[config.mk]
export PLATFORM = sky130hd
export DESIGN_NAME = float_half_convert_unit
export DESIGN_NICKNAME = d
export VERILOG_FILES = /design/src/rtl/core/fhc_pkg.sv /design/src/rtl/core/fhc_stage.sv /design/src/rtl/core/float_half_convert_unit.sv
export VERILOG_INCLUDE_DIRS = /design/src /design/src/rtl/core
export SDC_FILE = /design/constraint.sdc
export NUM_CORES = 1
export LEC_CHECK = 0
export ABC_AREA = 1
export BUFFER_PORTS_ARGS = -buffer_cell sky130_fd_sc_hd__buf_2
export CAP_MARGIN = 20
export CORE_ASPECT_RATIO = 0.5
export CORE_UTILIZATION = 56
export DETAILED_ROUTE_END_ITERATION = 7
export PLACE_DENSITY = 0.79
export SETUP_SLACK_MARGIN = 0.2
export SLEW_MARGIN = 15
export SYNTH_ARGS = -nofsm -noshare
export SYNTH_HDL_FRONTEND = slang
export SYNTH_SLANG_ARGS = --single-unit
[constraint.sdc]
create_clock -name clock -period 3.8 [get_ports clock]
set_input_delay 0.76 -clock clock [delete_from_list [all_inputs] [get_ports clock]]
set_output_delay 0.76 -clock clock [all_outputs]
set_load 0.02 [all_outputs]
[src/rtl/core/assert_macros.svh]
// Assertion helpers used by the RTL
`ifndef ASSERT_MACROS_SVH
`define ASSERT_MACROS_SVH

// Implication checked on every rising clock edge, muted during reset
`define ASSERT_IMPL(label, clk, rst, pre, post) \
   label: assert property (@(posedge clk) disable iff (rst) (pre) |-> (post)) \
      else $error("assertion failed");

// Next-cycle implication, muted during reset
`define ASSERT_NEXT(label, clk, rst, pre, post) \
   label: assert property (@(posedge clk) disable iff (rst) (pre) |=> (post)) \
      else $error("assertion failed");

`endif

[src/rtl/core/fhc_pkg.sv]
`timescale 1ns / 1ps
package fhc_pkg;
   localparam int unsigned WordWidth = 32;

   typedef enum logic {
      OP_TO_HALF  = 1'b0,
      OP_TO_FLOAT = 1'b1
   } op_type;

   localparam logic [31:0] F32Inf    = 32'h7f80_0000;
   localparam logic [31:0] F32RMask  = 32'hffff_f000;
   localparam logic [31:0] F16InfX   = 32'h0f80_0000;
   localparam logic [31:0] Rebias    = 32'h3800_0000;
   localparam logic [15:0] HalfQnan  = 16'h7e00;
   localparam logic [15:0] HalfInf   = 16'h7c00;
   localparam logic [31:0] RoundBit  = 32'h0000_1000;
   localparam logic [7:0]  MinNormE  = 8'd113;

   // Work carried between stages
   typedef struct packed {
      op_type      op;
      logic [31:0] word;    // stage-dependent payload
      logic        sgn;
      logic        special; // result already final
      logic [31:0] fixed;   // final value when special
      logic [4:0]  shamt;   // right shift (to half) / left norm (to float)
      logic        sub;     // denormal path
   } stage_type;
endpackage

[src/rtl/core/fhc_stage.sv]
`timescale 1ns / 1ps
// One pipeline register slot with valid and stall handling
module fhc_stage (
   input  logic                clock,
   input  logic                reset,
   input  logic                in_valid,
   output logic                in_ready,
   input  fhc_pkg::stage_type  in_data,
   output logic                out_valid,
   input  logic                out_ready,
   output fhc_pkg::stage_type  out_data
);
   import fhc_pkg::*;
   logic      valid_ff;
   stage_type data_ff;

   assign in_ready  = !valid_ff || out_ready;
   assign out_valid = valid_ff;
   assign out_data  = data_ff;

   always_ff @(posedge clock) begin
      if (reset) begin
         valid_ff <= 1'b0;
      end else if (in_ready) begin
         valid_ff <= in_valid;
      end
   end

   always_ff @(posedge clock) begin
      if (in_ready && in_valid) begin
         data_ff <= in_data;
      end
   end
endmodule

[src/rtl/core/float_half_convert_unit.sv]
`timescale 1ns / 1ps
// binary32 <-> binary16 converter, streaming.
// Input channel req_: tdata = {operand[31:0]}, tuser = op
//   (0: binary32 -> binary16, 1: binary16 -> binary32 from operand[15:0]).
// Output channel rsp_: tdata = result[31:0]; a half result sits in bits
//   15..0 with the upper half zero.
// Each item passes the stage 1, 2 and 3 registers in turn; rsp_tvalid
//   rises once it sits in stage 3, and it is taken while rsp_tready is high.
// Throughput: one item per cycle while rsp_tready stays high; each of the three
//   register stages holds one item, and stall propagates back through per-stage ready.
// Stage 1 decodes specials and computes shift amounts, stage 2 does the
//   denormal shift/round or normalization, stage 3 rebiases, rounds with
//   bit 12, saturates and packs the result.
// Reset (synchronous, active high) empties all stages; nothing is lost
//   or repeated while rsp_tready is low, items simply wait in place and
//   req_tready falls once every stage is full.
module float_half_convert_unit (
   input  logic        clock,
   input  logic        reset,
   input  logic        req_tvalid,
   output logic        req_tready,
   input  logic [31:0] req_tdata,   // [31:0] operand
   input  logic        req_tuser,   // [0] op
   output logic        rsp_tvalid,
   input  logic        rsp_tready,
   output logic [31:0] rsp_tdata    // [31:0] result
);
   import fhc_pkg::*;
   `include "assert_macros.svh"

   stage_type s1_in, s1_q, s2_in, s2_q, s3_in, s3_q;
   logic v1, v2, r1, r2, r3;

   // ---- stage 1: classify ----
   logic [31:0] mag, mr;
   logic [7:0]  e;
   logic [15:0] h;
   logic [9:0]  hm;
   logic [4:0]  lz;
   always_comb begin
      s1_in         = '0;
      s1_in.op      = op_type'(req_tuser);
      mag           = {1'b0, req_tdata[30:0]};
      mr            = mag & F32RMask;
      e             = mr[30:23];
      h             = req_tdata[15:0];
      hm            = h[9:0];
      lz            = 5'd0;
      for (int i = 0; i < 10; i++) begin
         if (hm[i]) lz = 5'(9 - i);
      end
      if (s1_in.op == OP_TO_HALF) begin
         s1_in.sgn  = req_tdata[31];
         s1_in.word = mr;
         if (mag > F32Inf) begin
            s1_in.special = 1'b1;
            s1_in.fixed   = {16'd0, req_tdata[31], HalfQnan[14:0]};
         end else if (mag == F32Inf) begin
            s1_in.special = 1'b1;
            s1_in.fixed   = {16'd0, req_tdata[31], HalfInf[14:0]};
         end else if (e == 8'd0) begin
            s1_in.special = 1'b1;
            s1_in.fixed   = {16'd0, req_tdata[31], 15'd0};
         end else if (e < MinNormE) begin
            s1_in.sub = 1'b1;
            if (MinNormE - e >= 8'd25) begin
               s1_in.special = 1'b1;
               s1_in.fixed   = {16'd0, req_tdata[31], 15'd0};
            end else begin
               s1_in.shamt = 5'(MinNormE - e);
            end
         end
      end else begin
         s1_in.sgn  = h[15];
         s1_in.word = {16'd0, h};
         if (h[14:10] == 5'd0) begin
            if (hm == 10'd0) begin
               s1_in.special = 1'b1;
               s1_in.fixed   = {h[15], 31'd0};
            end else begin
               s1_in.sub   = 1'b1;
               s1_in.shamt = lz + 5'd1;
            end
         end
      end
   end

   fhc_stage u_s1 (.clock, .reset, .in_valid(req_tvalid), .in_ready(req_tready),
      .in_data(s1_in), .out_valid(v1), .out_ready(r2), .out_data(s1_q));

   // ---- stage 2: shift / round-to-even or normalize ----
   logic [23:0] sig, q, rem, half, msk;
   logic [10:0] nm;
   always_comb begin
      s2_in = s1_q;
      sig   = {1'b1, s1_q.word[22:0]};
      q     = sig >> s1_q.shamt;
      msk   = (24'd1 << s1_q.shamt) - 24'd1;
      rem   = sig & msk;
      half  = 24'd1 << (s1_q.shamt - 5'd1);
      nm    = {1'b0, s1_q.word[9:0]} << s1_q.shamt;
      if (!s1_q.special && s1_q.sub) begin
         if (s1_q.op == OP_TO_HALF) begin
            if (rem > half || (rem == half && q[0])) q = q + 24'd1;
            s2_in.word = {8'd0, q};
         end else begin
            s2_in.word = {16'd0, 6'd0, nm[9:0]};
         end
      end
   end

   fhc_stage u_s2 (.clock, .reset, .in_valid(v1), .in_ready(r2),
      .in_data(s2_in), .out_valid(v2), .out_ready(r3), .out_data(s2_q));

   // ---- stage 3: rebias, round, saturate, pack ----
   logic [31:0] b;
   logic [7:0]  fe;
   always_comb begin
      s3_in = s2_q;
      b     = 32'd0;
      fe    = 8'd0;
      if (s2_q.special) begin
         s3_in.word = s2_q.fixed;
      end else if (s2_q.op == OP_TO_HALF) begin
         b = (s2_q.sub ? s2_q.word : s2_q.word - Rebias) + RoundBit;
         if (b > F16InfX) b = F16InfX;
         s3_in.word = {16'd0, s2_q.sgn, b[27:13]};
      end else if (s2_q.sub) begin
         fe = MinNormE - {3'd0, s2_q.shamt};
         s3_in.word = {s2_q.sgn, fe, s2_q.word[9:0], 13'd0};
      end else if (s2_q.word[14:10] == 5'h1f) begin
         s3_in.word = {s2_q.sgn, 8'hff, s2_q.word[9:0], 13'd0};
      end else begin
         fe = {3'd0, s2_q.word[14:10]} + 8'd112;
         s3_in.word = {s2_q.sgn, fe, s2_q.word[9:0], 13'd0};
      end
   end

   fhc_stage u_s3 (.clock, .reset, .in_valid(v2), .in_ready(r3),
      .in_data(s3_in), .out_valid(rsp_tvalid), .out_ready(rsp_tready),
      .out_data(s3_q));

   assign r1        = req_tready;
   assign rsp_tdata = s3_q.word;

   // half results never set the upper half
   `ASSERT_IMPL(a_half_upper, clock, reset,
      rsp_tvalid && s3_q.op == OP_TO_HALF, rsp_tdata[31:16] == 16'd0)
   // a stalled result holds its payload
   `ASSERT_NEXT(a_hold, clock, reset, rsp_tvalid && !rsp_tready,
      rsp_tvalid && $stable(rsp_tdata))
   // input backpressure only when the front stage is full
   `ASSERT_IMPL(a_ready, clock, reset, !r1, v1)
endmodule

==> reports/metrics.cfg <==
[power_and_ir_drop]
p_leak_uw=0.00537
power_uw=4190
peakVddDrop_uv=314
power_density_nw_per_um2=366

[floorplan]
die_h_um=93.1
core_um2=15800
die_width_um=184
start_util_pct=58.8
dieArea_um2=17100
ioPinCount=71
rows=32

[logic_synthesis]
synth_cells=1295
synth_top_area_share_pct=38.8
synth_warnings=0
synth_cell_types=53
syn_nets=1367
synth_top_area_cell=edfxtp_1
async_reset_ff_share_pct=0
ys_ff_latch=123
synthTopCellsByArea=edfxtp_1, nand2_1, nor2_1
avgSynthCellArea_um2=7.18
synth_area_um2=9300
ys.flop_type=edfxtp_1
synth-edff-count=120
yosysSeqAreaShare_pct=39.4

[place]
dp_cells=1638
gp_congestion=1.01
numPortBuffers=70
dp_hpwl_um=25300

[sta]
fin_setup_tns_ps=-126
min_period_ps=3860
finalClockSkew_ps=13.9
relSlewSlack_pct=51.2
setup_viol=5
rsz0062_at_grt=true
fin_crit_sh_pct=102
tightest_slew_ps=729
setup_ws_ps=-58.9
slew_violations=0
hold_viol=0
max_freq_ghz=0.259

[global_route]
grt_use_total_pct=38.9
grt_first_pass_wirelength_um=49400
grt_max_degree=45
grt_pass1_vias=9149
grt_overflow=0
antenna_found_initial=0

[clock_network]
clk_latency_ps=440
clk_path_buf_depth=2
cts.sinks=123
clock-root-buffer=clkbuf_16
cts_buffers=17
path_clk_slew_ps=60
htreeDepth=4
hold_buffers=0
cts_tree=yes

[setup_path]
crit_path_max_fanout=6
crit_arrival_ps=4010
cp.required_ps=3960
critPathCaptureType=flip-flop
cp_slowest_cell=edfxtp_1
rr_worst_depth=28
cp-start-kind=flip-flop
crit_type=reg2reg
max_stage_delay_ps=400

[drt]
num_vias=10100
wl_per_cell_um=19.8
drc_errors=0
wirelength_um=33400
ant_nets=0
via_per_inst=5.97
drtPass1Iterations=7
drt_iter0_drc=1238

[min_path]
holdPathStages=0
min_path_type=reg2reg

[final_layout]
utilization_pct=72.4
final_nets=1530
final_common_cell=nand2_1
final_cell_count_no_fill=1692
antennaDiodeCount=0
layout_common_cells=nand2_1, nor2_1, inv_1
drive_above_1_share_pct=21.0
syn2layout_area_growth_pct=23.2

[status]
violations=setup timing
status=finished with violations

[run]
maxCapViolations=0

registers in the layout, indices dropped and copies added, names as in the netlist:
name and count:
u_s3.out_data 32, u_s2.out_data 44, u_s1.out_data 44, u_s3.out_valid 1
u_s2.out_valid 1, u_s1.out_valid 1
per-layer routing:
metal	global-route usage [%]	part of all wire, %	wire length, um	vias up
met3	10.2	14	4540	122
met2	59.1	43	14300	755
li1	-	-	-	4622
met4	17.2	4.0	1330	0
met5	0	0	0	-
met1	52.5	40	13300	4594
cells by family (layout without fill, tap and decap cells):
group | Yosys count | count (layout) | share of synthesized area [%]
AND/OR/NAND/NOR | 758 | 758 | 35.4
buffers and inverters | 216 | 392 | 9.18
AO/OA/AOI/OAI | 142 | 142 | 9.30
flip-flops | 123 | 123 | 39.4
adder cells (fa/ha/maj) | 35 | 35 | 4.71
XOR/XNOR | 21 | 21 | 1.98
where the power goes:
group	switching [uW]	leakage [uW]	internal, uW
Clock	629	0.000299	1130
Sequential	60.0	0.00123	1560
Combinational	527	0.00384	284
cell type report:
cell class	count	area, um2
well taps	221	277
clock buffers	21	460
inverters	186	706
clock inverters	11	170
multi-input cells	956	5020
fillers	1185	4370
flip-flops and latches	123	3660
repair buffers	174	1150
metrics by stage:
step                area [um2]  hold WS (ps)  setup WS (ps)
finish                   11400           420          -58.9
global route             11400           432           -276
CTS                      11200           422            132
detailed placement       10400           409           -121
global placement         10400           403          -10.6
floorplan                 9370           400            158
Yosys cell counts (3+ instances only):
master,instances
inv_1,165
a31oi_1,5
nand3_2,4
nand2_1,347
nor3_1,19
nor2_1,192
nor4_1,4
nor2_4,7
buf_2,13
o21ai_1,11
a21oi_1,42
o31ai_1,4
o21a_1,3
nand2_2,7
edfxtp_1,120
nor2_2,5
ha_1,35
a22oi_1,7
o21ai_0,32
o2111ai_1,3
nand4_1,23
inv_2,21
xor2_1,17
o21bai_1,7
buf_4,5
o22ai_1,7
xnor2_1,4
dfxtp_1,3
o221ai_1,4
or2_2,3
o211ai_1,3
clkbuf_1,11
nand3_1,133
worst max-delay path: cells and delay by family, from the launching register on:
| kind | cells | cell delay [ps] |
|---|---|---|
| adder cells (fa/ha/maj) | 2 | 450 |
| AO/OA/AOI/OAI | 3 | 410 |
| buffers and inverters | 8 | 810 |
| flip-flops | 1 | 400 |
| AND/OR/NAND/NOR | 15 | 1520 |
worst paths after layout:
kind	from	endpoint	slack [ps]
hold / removal	u_s1.out_data[21]$_SDFFCE_PP0P_	u_s2.out_data[21]$_DFFE_PP_	420
setup / recovery	u_s1.out_data[5]$_DFFE_PP_	u_s2.out_data[41]$_DFFE_PP_	-60
setup reg to reg	u_s1.out_data[5]$_DFFE_PP_	u_s2.out_data[41]$_DFFE_PP_	-60
hold reg to reg	u_s1.out_data[21]$_SDFFCE_PP0P_	u_s2.out_data[21]$_DFFE_PP_	420
timing repair:
action	in CTS	in global routing
pin swaps	19	19
endpoints found under the hold margin	0	0
resized for setup	23	39
setup buffers	10	12
setup endpoints to repair	24	24
Power figures use the tool's default switching activity.
